===== src/hdl/sogi_pkg.sv =====
// Shared types and constants for the SOGI phase-locked loop.
// Holds the sequencer state type, register indexes and fixed-point constants.
// No dependencies.
`default_nettype none

package sogi_pkg;

    // Configuration register indexes
    localparam int CFG_ADDR_W = 3;
    localparam logic [CFG_ADDR_W-1:0] REG_OMEGA_REF = 3'd0;
    localparam logic [CFG_ADDR_W-1:0] REG_GAIN_INT  = 3'd1;
    localparam logic [CFG_ADDR_W-1:0] REG_GAIN_PROP = 3'd2;
    localparam logic [CFG_ADDR_W-1:0] REG_OMEGA_MAX = 3'd3;
    localparam logic [CFG_ADDR_W-1:0] REG_OMEGA_MIN = 3'd4;

    // Register reset values (Q20 rad/s)
    localparam logic [30:0] OMEGA_REF_RST = 31'd329420636;
    localparam logic [30:0] OMEGA_MAX_RST = 31'd362362700;
    localparam logic [30:0] OMEGA_MIN_RST = 31'd296478572;

    // Stream widths
    localparam int S_TDATA_W = 16;
    localparam int M_TDATA_W = 112;

    // Phase constants, Q20 rad
    localparam logic signed [23:0] PHASE_PI      = 24'sd3294206;
    localparam logic signed [23:0] PHASE_TWO_PI  = 24'sd6588413;
    localparam logic signed [23:0] PHASE_QUARTER = 24'sd1647100;

    // Parabolic sine coefficients
    localparam logic signed [32:0] K_PARA_SQ  = 33'sd415;
    localparam logic signed [32:0] K_PARA_LIN = 33'sd1304;
    localparam logic signed [32:0] K_REFINE   = 33'sd261;

    // Division by 16000: multiply by ceil(2^44/16000), keep bits 44 and up.
    // Exact for magnitudes up to 2^31.
    localparam logic signed [32:0] DIV_RECIP = 33'sd1099511628;
    localparam int DIV_SHIFT = 44;
    localparam int QUO_W     = 18;

    // Sequencer states
    typedef enum logic [5:0] {
        ST_IDLE,
        ST_SIN_A, ST_SIN_B, ST_SIN_C, ST_SIN_D, ST_SIN_E,
        ST_SIN_F, ST_SIN_G, ST_SIN_H, ST_SIN_I,
        ST_DQ_A, ST_DQ_B, ST_DQ_C, ST_DQ_D, ST_DQ_E,
        ST_PI_A, ST_PI_B, ST_PI_C, ST_PI_D, ST_PI_E,
        ST_PH_A, ST_PH_B, ST_PH_C,
        ST_SG_A, ST_SG_B, ST_SG_C, ST_SG_D, ST_SG_E,
        ST_SG_F, ST_SG_G, ST_SG_H, ST_SG_I, ST_SG_J,
        ST_OUT
    } sogi_state_t;

endpackage

`default_nettype wire


===== src/hdl/sogi_pll_fixed_point_top.sv =====
// Single-phase SOGI PLL, fixed point, built around one shared multiplier.
// Depends on sogi_pkg.
//
//  Channel   Direction  Handshake          Contents
//  s_*       in         s_tvalid/s_tready  grid_sample
//  m_*       out        m_tvalid/m_tready  volt_d, phase_out, omega_out, sine_out, cosine_out
//  cfg_*     in         cfg_we             register index and data, no read-back
//
// One item runs through 42 steps of the sequencer from accept to the next possible
// accept, most of them feeding or draining the single 33x33 multiplier (two sine
// passes of 9 steps, then d/q, PI, phase and SOGI updates).
// Reset (aresetn low, synchronous) clears the loop state and restores the
// register defaults. The result sits in an output register; the sequencer waits
// in its last step only if a new result is ready while the previous one is untaken.
`default_nettype none

module sogi_pll_fixed_point_top (
    input  wire logic                             aclk,
    input  wire logic                             aresetn,
    // grid_sample [11:0]
    input  wire logic [sogi_pkg::S_TDATA_W-1:0]   s_tdata,
    input  wire logic                             s_tvalid,
    output logic                                  s_tready,
    // volt_d [31:0], phase_out [54:32], omega_out [83:55],
    // sine_out [95:84], cosine_out [107:96]
    output logic [sogi_pkg::M_TDATA_W-1:0]        m_tdata,
    output logic                                  m_tvalid,
    input  wire logic                             m_tready,
    input  wire logic                             cfg_we,
    input  wire logic [sogi_pkg::CFG_ADDR_W-1:0]  cfg_addr,
    input  wire logic [31:0]                      cfg_wdata
);
    import sogi_pkg::*;

    sogi_state_t state_reg, state_next;

    // Configuration
    logic [30:0]        omega_ref_reg, omega_max_reg, omega_min_reg;
    logic signed [31:0] gain_int_reg, gain_prop_reg;

    // Loop state
    logic signed [23:0] phase_acc_reg;
    logic signed [31:0] pi_integral_reg, beta_reg, sogi_one_reg, sogi_two_reg;

    // Working registers
    logic               cos_pass_reg;
    logic signed [11:0] g_reg;
    logic signed [23:0] th_reg, thc_reg, ph_tmp_reg;
    logic signed [31:0] sq_reg, y_reg, mag_reg, corr_reg, s_reg, c_reg;
    logic signed [31:0] acc_reg, vd_reg, qs_reg, w_reg;
    logic [31:0]        absx_reg;
    logic               neg_reg;
    logic signed [65:0] prod_reg;
    logic               m_tvalid_reg;
    logic [M_TDATA_W-1:0] m_tdata_reg;

    // Shared multiplier operands
    logic signed [32:0] mul_a, mul_b;

    // Derived values
    logic signed [31:0] prod_lo, t32, g32, bsh, wsh, neg_y, neg_prod, sin_sum, vq;
    logic signed [31:0] quo_s;
    logic [31:0]        abs_prod, quo32;
    logic [QUO_W-1:0]   quo;
    logic signed [23:0] thc_sum;
    logic               accept, out_load;

    assign prod_lo  = prod_reg[31:0];
    assign t32      = {{18{th_reg[23]}}, th_reg[23:10]};
    assign g32      = {{20{g_reg[11]}}, g_reg};
    assign bsh      = beta_reg >>> 10;
    assign wsh      = w_reg >>> 10;
    assign neg_y    = 32'sd0 - y_reg;
    assign neg_prod = 32'sd0 - prod_lo;
    assign abs_prod = prod_lo[31] ? neg_prod : prod_lo;
    assign sin_sum  = prod_lo + y_reg;
    assign vq       = acc_reg + prod_lo;
    assign quo      = prod_reg[DIV_SHIFT +: QUO_W];
    assign quo32    = {{(32-QUO_W){1'b0}}, quo};
    assign quo_s    = neg_reg ? (32'sd0 - $signed(quo32)) : $signed(quo32);
    assign thc_sum  = phase_acc_reg + PHASE_QUARTER;

    assign accept   = s_tvalid && s_tready;
    assign out_load = (state_reg == ST_OUT) && (!m_tvalid_reg || m_tready);

    assign m_tvalid = m_tvalid_reg;
    assign m_tdata  = m_tdata_reg;

    // Next state
    always_comb begin
        state_next = state_reg;
        unique case (state_reg)
            ST_IDLE:  if (s_tvalid) state_next = ST_SIN_A;
            ST_SIN_A: state_next = ST_SIN_B;
            ST_SIN_B: state_next = ST_SIN_C;
            ST_SIN_C: state_next = ST_SIN_D;
            ST_SIN_D: state_next = ST_SIN_E;
            ST_SIN_E: state_next = ST_SIN_F;
            ST_SIN_F: state_next = ST_SIN_G;
            ST_SIN_G: state_next = ST_SIN_H;
            ST_SIN_H: state_next = ST_SIN_I;
            ST_SIN_I: state_next = cos_pass_reg ? ST_DQ_A : ST_SIN_A;
            ST_DQ_A:  state_next = ST_DQ_B;
            ST_DQ_B:  state_next = ST_DQ_C;
            ST_DQ_C:  state_next = ST_DQ_D;
            ST_DQ_D:  state_next = ST_DQ_E;
            ST_DQ_E:  state_next = ST_PI_A;
            ST_PI_A:  state_next = ST_PI_B;
            ST_PI_B:  state_next = ST_PI_C;
            ST_PI_C:  state_next = ST_PI_D;
            ST_PI_D:  state_next = ST_PI_E;
            ST_PI_E:  state_next = ST_PH_A;
            ST_PH_A:  state_next = ST_PH_B;
            ST_PH_B:  state_next = ST_PH_C;
            ST_PH_C:  state_next = ST_SG_A;
            ST_SG_A:  state_next = ST_SG_B;
            ST_SG_B:  state_next = ST_SG_C;
            ST_SG_C:  state_next = ST_SG_D;
            ST_SG_D:  state_next = ST_SG_E;
            ST_SG_E:  state_next = ST_SG_F;
            ST_SG_F:  state_next = ST_SG_G;
            ST_SG_G:  state_next = ST_SG_H;
            ST_SG_H:  state_next = ST_SG_I;
            ST_SG_I:  state_next = ST_SG_J;
            ST_SG_J:  state_next = ST_OUT;
            ST_OUT:   if (!m_tvalid_reg || m_tready) state_next = ST_IDLE;
            default:  state_next = ST_IDLE;
        endcase
    end

    // Outputs of the sequencer: ready (held low in reset) and multiplier operand select
    always_comb begin
        s_tready = (state_reg == ST_IDLE) && aresetn;
        mul_a    = '0;
        mul_b    = '0;
        unique case (state_reg)
            ST_SIN_A: begin mul_a = {t32[31], t32};             mul_b = K_PARA_SQ; end
            ST_SIN_B: begin
                mul_a = {prod_lo[31], prod_lo >>> 10};
                mul_b = {t32[31], t32};
            end
            ST_SIN_C: begin mul_a = {t32[31], t32};             mul_b = K_PARA_LIN; end
            ST_SIN_F: begin
                mul_a = {y_reg[31], y_reg >>> 10};
                mul_b = {mag_reg[31], mag_reg};
            end
            ST_SIN_H: begin mul_a = {corr_reg[31], corr_reg};   mul_b = K_REFINE; end
            ST_DQ_A:  begin mul_a = {g32[31], g32};             mul_b = {s_reg[31], s_reg}; end
            ST_DQ_B:  begin mul_a = {bsh[31], bsh};             mul_b = {c_reg[31], c_reg}; end
            ST_DQ_C:  begin mul_a = {g32[31], g32};             mul_b = {c_reg[31], c_reg}; end
            ST_DQ_D:  begin mul_a = {bsh[31], bsh};             mul_b = {s_reg[31], s_reg}; end
            ST_PI_A:  begin
                mul_a = {gain_int_reg[31], gain_int_reg};
                mul_b = {qs_reg[31], qs_reg};
            end
            ST_PI_B:  begin
                mul_a = {gain_prop_reg[31], gain_prop_reg};
                mul_b = {qs_reg[31], qs_reg};
            end
            ST_PH_A:  begin mul_a = {w_reg[31], w_reg};         mul_b = DIV_RECIP; end
            ST_SG_A:  begin mul_a = {g32[31], g32};             mul_b = {wsh[31], wsh}; end
            ST_SG_C:  begin mul_a = {1'b0, absx_reg};           mul_b = DIV_RECIP; end
            ST_SG_G:  begin mul_a = {bsh[31], bsh};             mul_b = {wsh[31], wsh}; end
            ST_SG_I:  begin mul_a = {1'b0, absx_reg};           mul_b = DIV_RECIP; end
            default:  begin mul_a = '0;                         mul_b = '0; end
        endcase
    end

    // Control, configuration and loop state
    always_ff @(posedge aclk) begin
        if (!aresetn) begin
            state_reg       <= ST_IDLE;
            m_tvalid_reg    <= 1'b0;
            omega_ref_reg   <= OMEGA_REF_RST;
            gain_int_reg    <= '0;
            gain_prop_reg   <= '0;
            omega_max_reg   <= OMEGA_MAX_RST;
            omega_min_reg   <= OMEGA_MIN_RST;
            phase_acc_reg   <= '0;
            pi_integral_reg <= '0;
            beta_reg        <= '0;
            sogi_one_reg    <= '0;
            sogi_two_reg    <= '0;
        end else begin
            state_reg <= state_next;

            // Output valid: set on load, cleared when the transaction completes
            if (out_load) begin
                m_tvalid_reg <= 1'b1;
            end else if (m_tready) begin
                m_tvalid_reg <= 1'b0;
            end

            // Register writes; unused indexes are ignored
            if (cfg_we) begin
                unique case (cfg_addr)
                    REG_OMEGA_REF: omega_ref_reg <= cfg_wdata[30:0];
                    REG_GAIN_INT:  gain_int_reg  <= cfg_wdata;
                    REG_GAIN_PROP: gain_prop_reg <= cfg_wdata;
                    REG_OMEGA_MAX: omega_max_reg <= cfg_wdata[30:0];
                    REG_OMEGA_MIN: omega_min_reg <= cfg_wdata[30:0];
                    default: ;
                endcase
            end

            unique case (state_reg)
                ST_PI_B: pi_integral_reg <= pi_integral_reg + prod_lo;
                ST_PH_C: begin
                    // single wrap into +-pi
                    if (ph_tmp_reg > PHASE_PI) begin
                        phase_acc_reg <= ph_tmp_reg - PHASE_TWO_PI;
                    end else if (ph_tmp_reg < -PHASE_PI) begin
                        phase_acc_reg <= ph_tmp_reg + PHASE_TWO_PI;
                    end else begin
                        phase_acc_reg <= ph_tmp_reg;
                    end
                end
                ST_SG_D: sogi_one_reg <= sogi_one_reg + quo_s;
                ST_SG_F: beta_reg     <= acc_reg - sogi_two_reg;
                ST_SG_J: sogi_two_reg <= sogi_two_reg + quo_s;
                default: ;
            endcase
        end
    end

    // Datapath working registers
    always_ff @(posedge aclk) begin
        prod_reg <= mul_a * mul_b;

        if (out_load) begin
            m_tdata_reg <= {4'b0, c_reg[11:0], s_reg[11:0], w_reg[28:0],
                            phase_acc_reg[22:0], vd_reg};
        end

        unique case (state_reg)
            ST_IDLE: begin
                if (accept) begin
                    g_reg        <= s_tdata[11:0];
                    th_reg       <= phase_acc_reg;
                    cos_pass_reg <= 1'b0;
                    thc_reg      <= (thc_sum > PHASE_PI) ? thc_sum - PHASE_TWO_PI : thc_sum;
                end
            end
            ST_SIN_C: sq_reg <= prod_lo;
            ST_SIN_D: y_reg  <= th_reg[23] ? prod_lo + sq_reg : prod_lo - sq_reg;
            ST_SIN_E: mag_reg <= y_reg[31] ? (neg_y >>> 10) : (y_reg >>> 10);
            ST_SIN_G: corr_reg <= (prod_lo - y_reg) >>> 10;
            ST_SIN_I: begin
                // first pass gives sine, second cosine
                if (cos_pass_reg) begin
                    c_reg <= sin_sum >>> 10;
                end else begin
                    s_reg        <= sin_sum >>> 10;
                    th_reg       <= thc_reg;
                    cos_pass_reg <= 1'b1;
                end
            end
            ST_DQ_B: acc_reg <= prod_lo;
            ST_DQ_C: vd_reg  <= acc_reg - prod_lo;
            ST_DQ_D: acc_reg <= prod_lo;
            ST_DQ_E: qs_reg  <= vq >>> 10;
            ST_PI_C: acc_reg <= pi_integral_reg + prod_lo;
            ST_PI_D: w_reg   <= $signed({1'b0, omega_ref_reg}) + acc_reg;
            ST_PI_E: begin
                // upper limit wins over lower limit
                if (w_reg > $signed({1'b0, omega_max_reg})) begin
                    w_reg <= {1'b0, omega_max_reg};
                end else if (w_reg < $signed({1'b0, omega_min_reg})) begin
                    w_reg <= {1'b0, omega_min_reg};
                end
            end
            ST_PH_B: ph_tmp_reg <= phase_acc_reg + $signed({{(24-QUO_W){1'b0}}, quo});
            ST_PH_C: neg_reg <= 1'b0;
            ST_SG_B, ST_SG_H: begin
                absx_reg <= abs_prod;
                neg_reg  <= prod_lo[31];
            end
            ST_SG_E: acc_reg <= sogi_one_reg - (g32 <<< 10);
            default: ;
        endcase
    end

    // Phase accumulator never leaves +-pi
    a_phase_range: assert property (@(posedge aclk) disable iff (!aresetn)
        (phase_acc_reg <= PHASE_PI) && (phase_acc_reg >= -PHASE_PI))
        else $error("phase accumulator out of range");

    // With ordered limits the delivered frequency lies inside them
    a_omega_clamp: assert property (@(posedge aclk) disable iff (!aresetn)
        (out_load && (omega_min_reg <= omega_max_reg)) |=>
        ((w_reg >= $signed({1'b0, omega_min_reg})) &&
         (w_reg <= $signed({1'b0, omega_max_reg}))))
        else $error("omega outside clamp limits");

    // Sine pass is always followed by the cosine pass
    a_cos_pass: assert property (@(posedge aclk) disable iff (!aresetn)
        (state_reg == ST_SIN_I && !cos_pass_reg) |=>
        (state_reg == ST_SIN_A && cos_pass_reg))
        else $error("cosine pass skipped");

    // A new result is never loaded over one still waiting
    a_no_overwrite: assert property (@(posedge aclk) disable iff (!aresetn)
        (m_tvalid_reg && !m_tready && state_reg == ST_OUT) |=> (state_reg == ST_OUT))
        else $error("result overwritten before transaction");

endmodule

`default_nettype wire

===== config.mk =====
export PLATFORM = sky130hd
export DESIGN_NAME = sogi_pll_fixed_point_top
export DESIGN_NICKNAME = d
export VERILOG_FILES = /design/src/hdl/sogi_pkg.sv /design/src/hdl/sogi_pll_fixed_point_top.sv
export SDC_FILE = /design/constraint.sdc
export NUM_CORES = 2
export LEC_CHECK = 0
export BUFFER_PORTS_ARGS = -buffer_cell sky130_fd_sc_hd__buf_2
export CAP_MARGIN = 20
export CORE_MARGIN = 2
export CORE_UTILIZATION = 59
export DETAILED_ROUTE_END_ITERATION = 16
export PLACE_DENSITY_LB_ADDON = 0.08
export SLEW_MARGIN = 20
export SYNTH_ARGS = -nofsm -noshare
export SYNTH_HDL_FRONTEND = slang
export SYNTH_SLANG_ARGS = --single-unit

===== constraint.sdc =====
create_clock -name aclk -period 10 [get_ports aclk]
set_clock_uncertainty 0.15 [all_clocks]
set_input_delay 3 -clock aclk [delete_from_list [all_inputs] [get_ports aclk]]
set_output_delay 3 -clock aclk [all_outputs]
set_load 0.03 [all_outputs]

Word-level counts from Yosys, hierarchy flattened
Index checks and enable logic that the tools add are counted.
- register bits: 874
- logic and storage cells: 162
- reductions and logical operators: 35
- bitwise gates (word level): 1
- equality and inequality tests: 42
- add/sub/neg operators: 20
- order comparisons: 5
- $mul: 1
- multiplexer cells: 25
- operators with widths (operator ; count):
    $pmux 33 s10 ; 2
    $add 32x32->32 ; 7
    $pmux 6 s34 ; 1
    $mux 32 ; 4
    $sub 32x32->32 ; 4
    $mux 24 ; 5
    $eq 6x5->1 const B ; 16
    $pmux 32 s3 ; 1
    $pmux 32 s2 ; 1
    $sub 1x32->32 const A ; 2
    $mul 33x33->62 ; 1
    $eq 6x4->1 const B ; 8
    $gt 24x23->1 const B ; 2
    $pmux 24 s2 ; 1
    $sub 24x24->24 const B ; 2
    $gt 32x32->1 ; 1
    $lt 32x32->1 ; 1
    $sub 32x22->32 ; 1
    $mux 31 ; 1
    $add 24x19->24 ; 1
    $add 24x22->24 const B ; 1
    $add 24x24->24 const B ; 1
    $eq 6x3->1 const B ; 4
    $lt 24x23->1 const B ; 1
    27 further kinds ; 60

Logic depth before layout (Yosys ltp)
- word-level depth: 5
- mapped depth: 42

Worst setup path after synthesis
OpenSTA, ideal clock, no wires.
- path kind: reg-to-reg
- start point: register state_reg[0]
- end point: register prod_reg[60]
- data arrival time: 9.970 ns
- path slack: -0.192 ns
- data required time: 9.778 ns
- buffers on the path: 4
- cell stages (with the launch flop): 34
- clock period less this slack: 10.192 ns
- library setup time: 0.072 ns
- cell sequence: dfxtp_1 or2_2 clkbuf_1 nor3_1 or2_2 clkbuf_1 buf_1 a222oi_1 nand2_1 clkbuf_1 nand2_1 fa_1 inv_1 fa_1 fa_1 fa_1 fa_1 fa_1 fa_1 inv_1 fa_1 inv_1 ha_1 or4_1 a221oi_1 o21ai_0 a211oi_1 nand2_1 a31o_2 a41o_1 o2111ai_1 nand2b_1 a221oi_1 xnor2_1
- longest elaborated chain between the ends: 4
- elaborated cells between the ends (all ways): 28
- ends and longest elaborated chain (what ; RTL line ; RTL):
    start, declared ; sogi_pll_fixed_point_top.sv:35 ; sogi_state_t state_reg, state_next;
    start signal, assigned ; sogi_pll_fixed_point_top.sv:185 ; state_reg <= state_next;
    $eq 6x4->1 (tied with other cells) ; sogi_pll_fixed_point_top.sv:136 ; unique case (state_reg)
    $reduce_or 3->1 (no source line) or $reduce_or 2->1 (tied branches) ; -- ;
    $pmux 33 s10 ; sogi_pll_fixed_point_top.sv:136 ;
    $mul 33x33->62 * ; sogi_pll_fixed_point_top.sv:228 ; prod_reg <= mul_a * mul_b;
    end signal, assigned ; sogi_pll_fixed_point_top.sv:228 ;
    end, declared ; sogi_pll_fixed_point_top.sv:53 ; logic signed [65:0] prod_reg;
Mark *: on every way between the ends. The rest lies on a longest branch, timed or not.
A chain may end at the register's enable or synchronous reset.

Final worst setup path
- start point: register state_reg[2]
- end point: register prod_reg[60]
The elaborated chain is that of the path after synthesis.

==> results.tsv <==
stage	metric	value	unit
clock_network	clock network latency to the later pin of the worst-skew pair	0.73	ns
synth	Post-Synthesis Cells	8964	
synth	dominant synthesized flop cell	edfxtp_1	
global_route	via count of the first global-routing pass	69646	
synth	synth cell count leaders	inv_1 (1360), nand2_1 (1235), fa_1 (1097)	
worst_setup_path	delay of the slowest cell on the worst path	0.58	ns
global_route	global-route met1 utilization	56.2	%
power	internal cell power	0.00856	W
floorplanning	Core Box Area	141000	µm²
sta	final-report hold violation count	0	
placement	pre-CTS setup slack	-0.845	ns
global_route	pin count of the biggest net entering global routing	79	
placement	Cells after DPL	11423	
worst_hold_path	startpoint of the tightest hold check path	vd_reg[2]	
synth	number of synthesized flops with an enable pin	476	
clock_network	clock root cell	clkbuf_16	
global_route	antenna violations before repair	14	
synth	post-synthesis adder-cell area fraction	35.5	%
power	Net Switching	0.00587	W
synth	post-synthesis instance area	84000	µm²
worst_setup_path	R2R depth	38	
cells_and_area	max FFs per register	108	
synth	xor/xnor share of the synthesized area	5.05	%
detailed_routing	post-route DRC violation count	0	
global_route	met3 Resource Use GR	10.6	%
placement	RePlAce Congestion	1.07	
worst_hold_path	hold crit path type	reg2reg	
sta	setup_tns	0	ns
clock_network	clock transition time at the flip-flop clock pins of the worst setup and hold paths	0.06	ns
detailed_routing	total length of routed wires	298	mm
cells_and_area	filler instances	11120	
floorplanning	Top Ports	170	
worst_setup_path	R2R Setup Slk	0.12	ns
floorplanning	DIE HEIGHT	381	µm
cells_and_area	final cell count without fillers	11663	
floorplanning	starting density of the core	59.4	%
clock_network	clock tree from TritonCTS	done	
synth	flops & latches, synth	832	
synth	compound-cell area share of the yosys netlist	12.1	%
clock_network	CTS sink cnt	832	
sta	post-route minimum period	9.88	ns
power	leakage component of the power	45.0	nW
power	Max IR drop VDD	0.236	mV
worst_setup_path	end of the worst register-to-register path	prod_reg[60]	
worst_setup_path	slowest stage cell on the critical path	fa_1	
detailed_routing	drt wl/cell	25.6	µm
global_route	met2 Resource Use GR	60.4	%
synth	area fraction in and, or, nand and nor cells after synthesis	13.6	%
cells_and_area	share of cells above drive strength 1	14.6	%
worst_setup_path	critical path class	reg2reg	
clock_network	level count of the clock H-tree	3	
synth	ys async rst share	0	%
flow_run	maximum capacitance violations	0	
power	switch share	40.7	%
sta	Slew Limit Headroom	25.5	%
global_route	Tot GR Track Use	41.2	%
power	pwr/cell area	148	nW/µm²
worst_setup_path	Max Fanout on Critical Path	6	
worst_setup_path	Worst Path Required	10.48	ns
cells_and_area	area overhead of the layout relative to synthesis	16.2	%
sta	PnR worst setup slack	0.117	ns
detailed_routing	number of iterations in the first detailed-routing pass	6	
floorplanning	die area	145000	µm²
sta	Max Clk Rate	101	MHz
floorplanning	die span in x	381	µm
detailed_routing	initial DRC count	7494	
cells_and_area	count of nets after finishing	11468	
worst_setup_path	critical path launch point type	flip-flop	
synth	count of synthesis-stage warnings from yosys	0	
synth	most used standard cell by instance count after synthesis	inv_1	
worst_setup_path	beginning of the worst register-to-register path	state_reg[2]	
sta	final-layout worst hold slack	0.268	ns
worst_hold_path	WHS Endpoint	m_tdata[2]	
worst_hold_path	Cells on Worst Hold Path	0	
synth	combinational family with the most area after synthesis	adder cells	
sta	portion of the clock cycle consumed by the worst path in the final layout	98.8	%
clock_network	number of buffers created by CTS	89	
synth	Post-Synthesis Mean Instance Area	9.37	µm²
worst_setup_path	Crit path top cell by count	fa_1	
power	Clock Power Share	23.9	%
synth	biggest area contributors in the synthesized netlist	fa_1 (26%), edfxtp_1 (17%), ha_1 (9.4%)	
detailed_routing	via count	70100	
status	outcome	finished clean	
sta	RSZ-0062 raised after global routing	true	
worst_setup_path	Crit path arrival time	10.36	ns
global_route	grt total ovfl	0	
clock_network	maximum clock path buffer count	3	
global_route	first-pass GRT wire length	441	mm
synth	multiplexer area fraction after synthesis	0.530	%
sta	fin. max-slew vios	0	
detailed_routing	ratio of routed vias to standard cells	6.01	
synth	sequential area share after synthesis	25.5	%
power	share of power burned in registers	28.9	%
power	combinational share of power	47.1	%
synth	biggest area consumer among synthesized cells	fa_1	
detailed_routing	ANT nets after route	0	
placement	half-perimeter wire length after placement	243	mm
global_route	GRT Max-Usage Layer	met2	
worst_setup_path	element type at the critical path end	flip-flop	
placement	count of buffers from port buffering	161	
synth	share of the synthesized area in the top cell type	26.1	%
floorplanning	number of rows in the core area	138	
clock_network	number of buffers added to fix hold violations after cts	0	
sta	final count of negative-setup-slack endpoints	0	
sta	slew at the pin closest to its max-slew limit	1.12	ns
synth	post-synth cell types	90	
-- placed cells by master (no fill, tap or decap), types with 52 or more instances in the layout --
master and instances:
ha_1 620, clkbuf_16 95, dfxtp_1 350, nand3_1 114, and2_1 87, o211ai_1 52
fa_1 1063, buf_12 82, inv_1 1342, nor3_1 75, nand2_1 1206, a21oi_1 515
o21ai_0 259, nand2b_1 73, o21a_1 61, xor2_1 152, a21o_1 113, edfxtp_1 476
nor2_1 635, buf_2 162, nor2b_1 56, buf_4 691, xnor2_1 330
-- layout make-up --
| cell class | count | area (µm²) | share of cell area, % |
|---|---|---|---|
| multi-input cells | 6415 | 57300 | 58.7 |
| flip-flops and latches | 832 | 21400 | 22.0 |
| repair buffers | 988 | 8360 | 8.56 |
| inverters | 1360 | 5120 | 5.24 |
| clock buffers | 126 | 2560 | 2.62 |
| well taps | 1890 | 2360 | 2.42 |
| clock inverters | 41 | 423 | 0.433 |
| diodes | 11 | 27.5 | 0.0282 |
-- worst max-delay path, delay by kind of cell, from the launching register on --
| family | cells | cell delay (ns) |
|---|---|---|
| and+or+nand+nor | 8 | 1.55 |
| AOI/OAI and AO/OA | 8 | 1.80 |
| adders and majority gates | 9 | 4.11 |
| xor gates and xnor gates | 1 | 0.18 |
| DFF | 1 | 0.38 |
| buffers and inverters | 12 | 1.58 |
-- layer usage --
layer | up-vias | share of wire, %
met2 | 3803 | 42
met3 | 833 | 12
met5 | - | 0.013
li1 | 30884 | -
met4 | 6 | 6.9
met1 | 34574 | 39
-- power groups by stage --
| stage | Sequential, W | Combinational [W] | Clock, W |
|---|---|---|---|
| finish | 0.00417 | 0.00680 | 0.00345 |
| global route | 0.00416 | 0.00735 | 0.00360 |
| CTS | 0.00416 | 0.00656 | 0.00347 |
| detailed placement | 0.00423 | 0.00644 | 0 |
| global placement | 0.00423 | 0.00632 | 0 |
| floorplan | 0.00416 | 0.00385 | 0 |
-- per-stage QoR --
step	power (W)	utilization, %	cell area (µm²)
floorplan	0.00802	-	84000
global placement	0.0105	65.7	92900
detailed placement	0.0107	65.7	92900
CTS	0.0142	68.3	96600
global route	0.0151	69.0	97600
finish	0.0144	69.0	97600
-- repair_timing --
action / 4_1_cts / 5_1_grt
pin swaps: 64 / 137
endpoints found under the setup margin: 16 / 15
buffers inserted: 23 / 39
cloned: 1 / 5
resized for setup: 127 / 185
-- kinds of logic (layout without fill, tap and decap cells) --
family                   after synthesis  after routing
XOR/XNOR                             484            484
buffers and inverters               1720           2515
multiplexers                          44             44
flip-flops                           832            832
AND/OR/NAND/NOR                     2600           2600
other                                  1             15
adder cells (fa/ha/maj)             1726           1726
AO/OA/AOI/OAI                       1557           1557
-- worst max-delay path by stage --
stage,from,end,slack (ns),cells past startpoint
finish,state_reg[2],prod_reg[60],0.12,38
detailed placement,state_reg[2],prod_reg[60],-0.85,39
floorplan,state_reg[2],prod_reg[60],0.02,34
CTS,state_reg[2],prod_reg[60],0.006,37
global route,state_reg[2],prod_reg[60],-0.21,38
global placement,state_reg[2],prod_reg[60],-0.89,39
(Power assumes the default switching activity.)
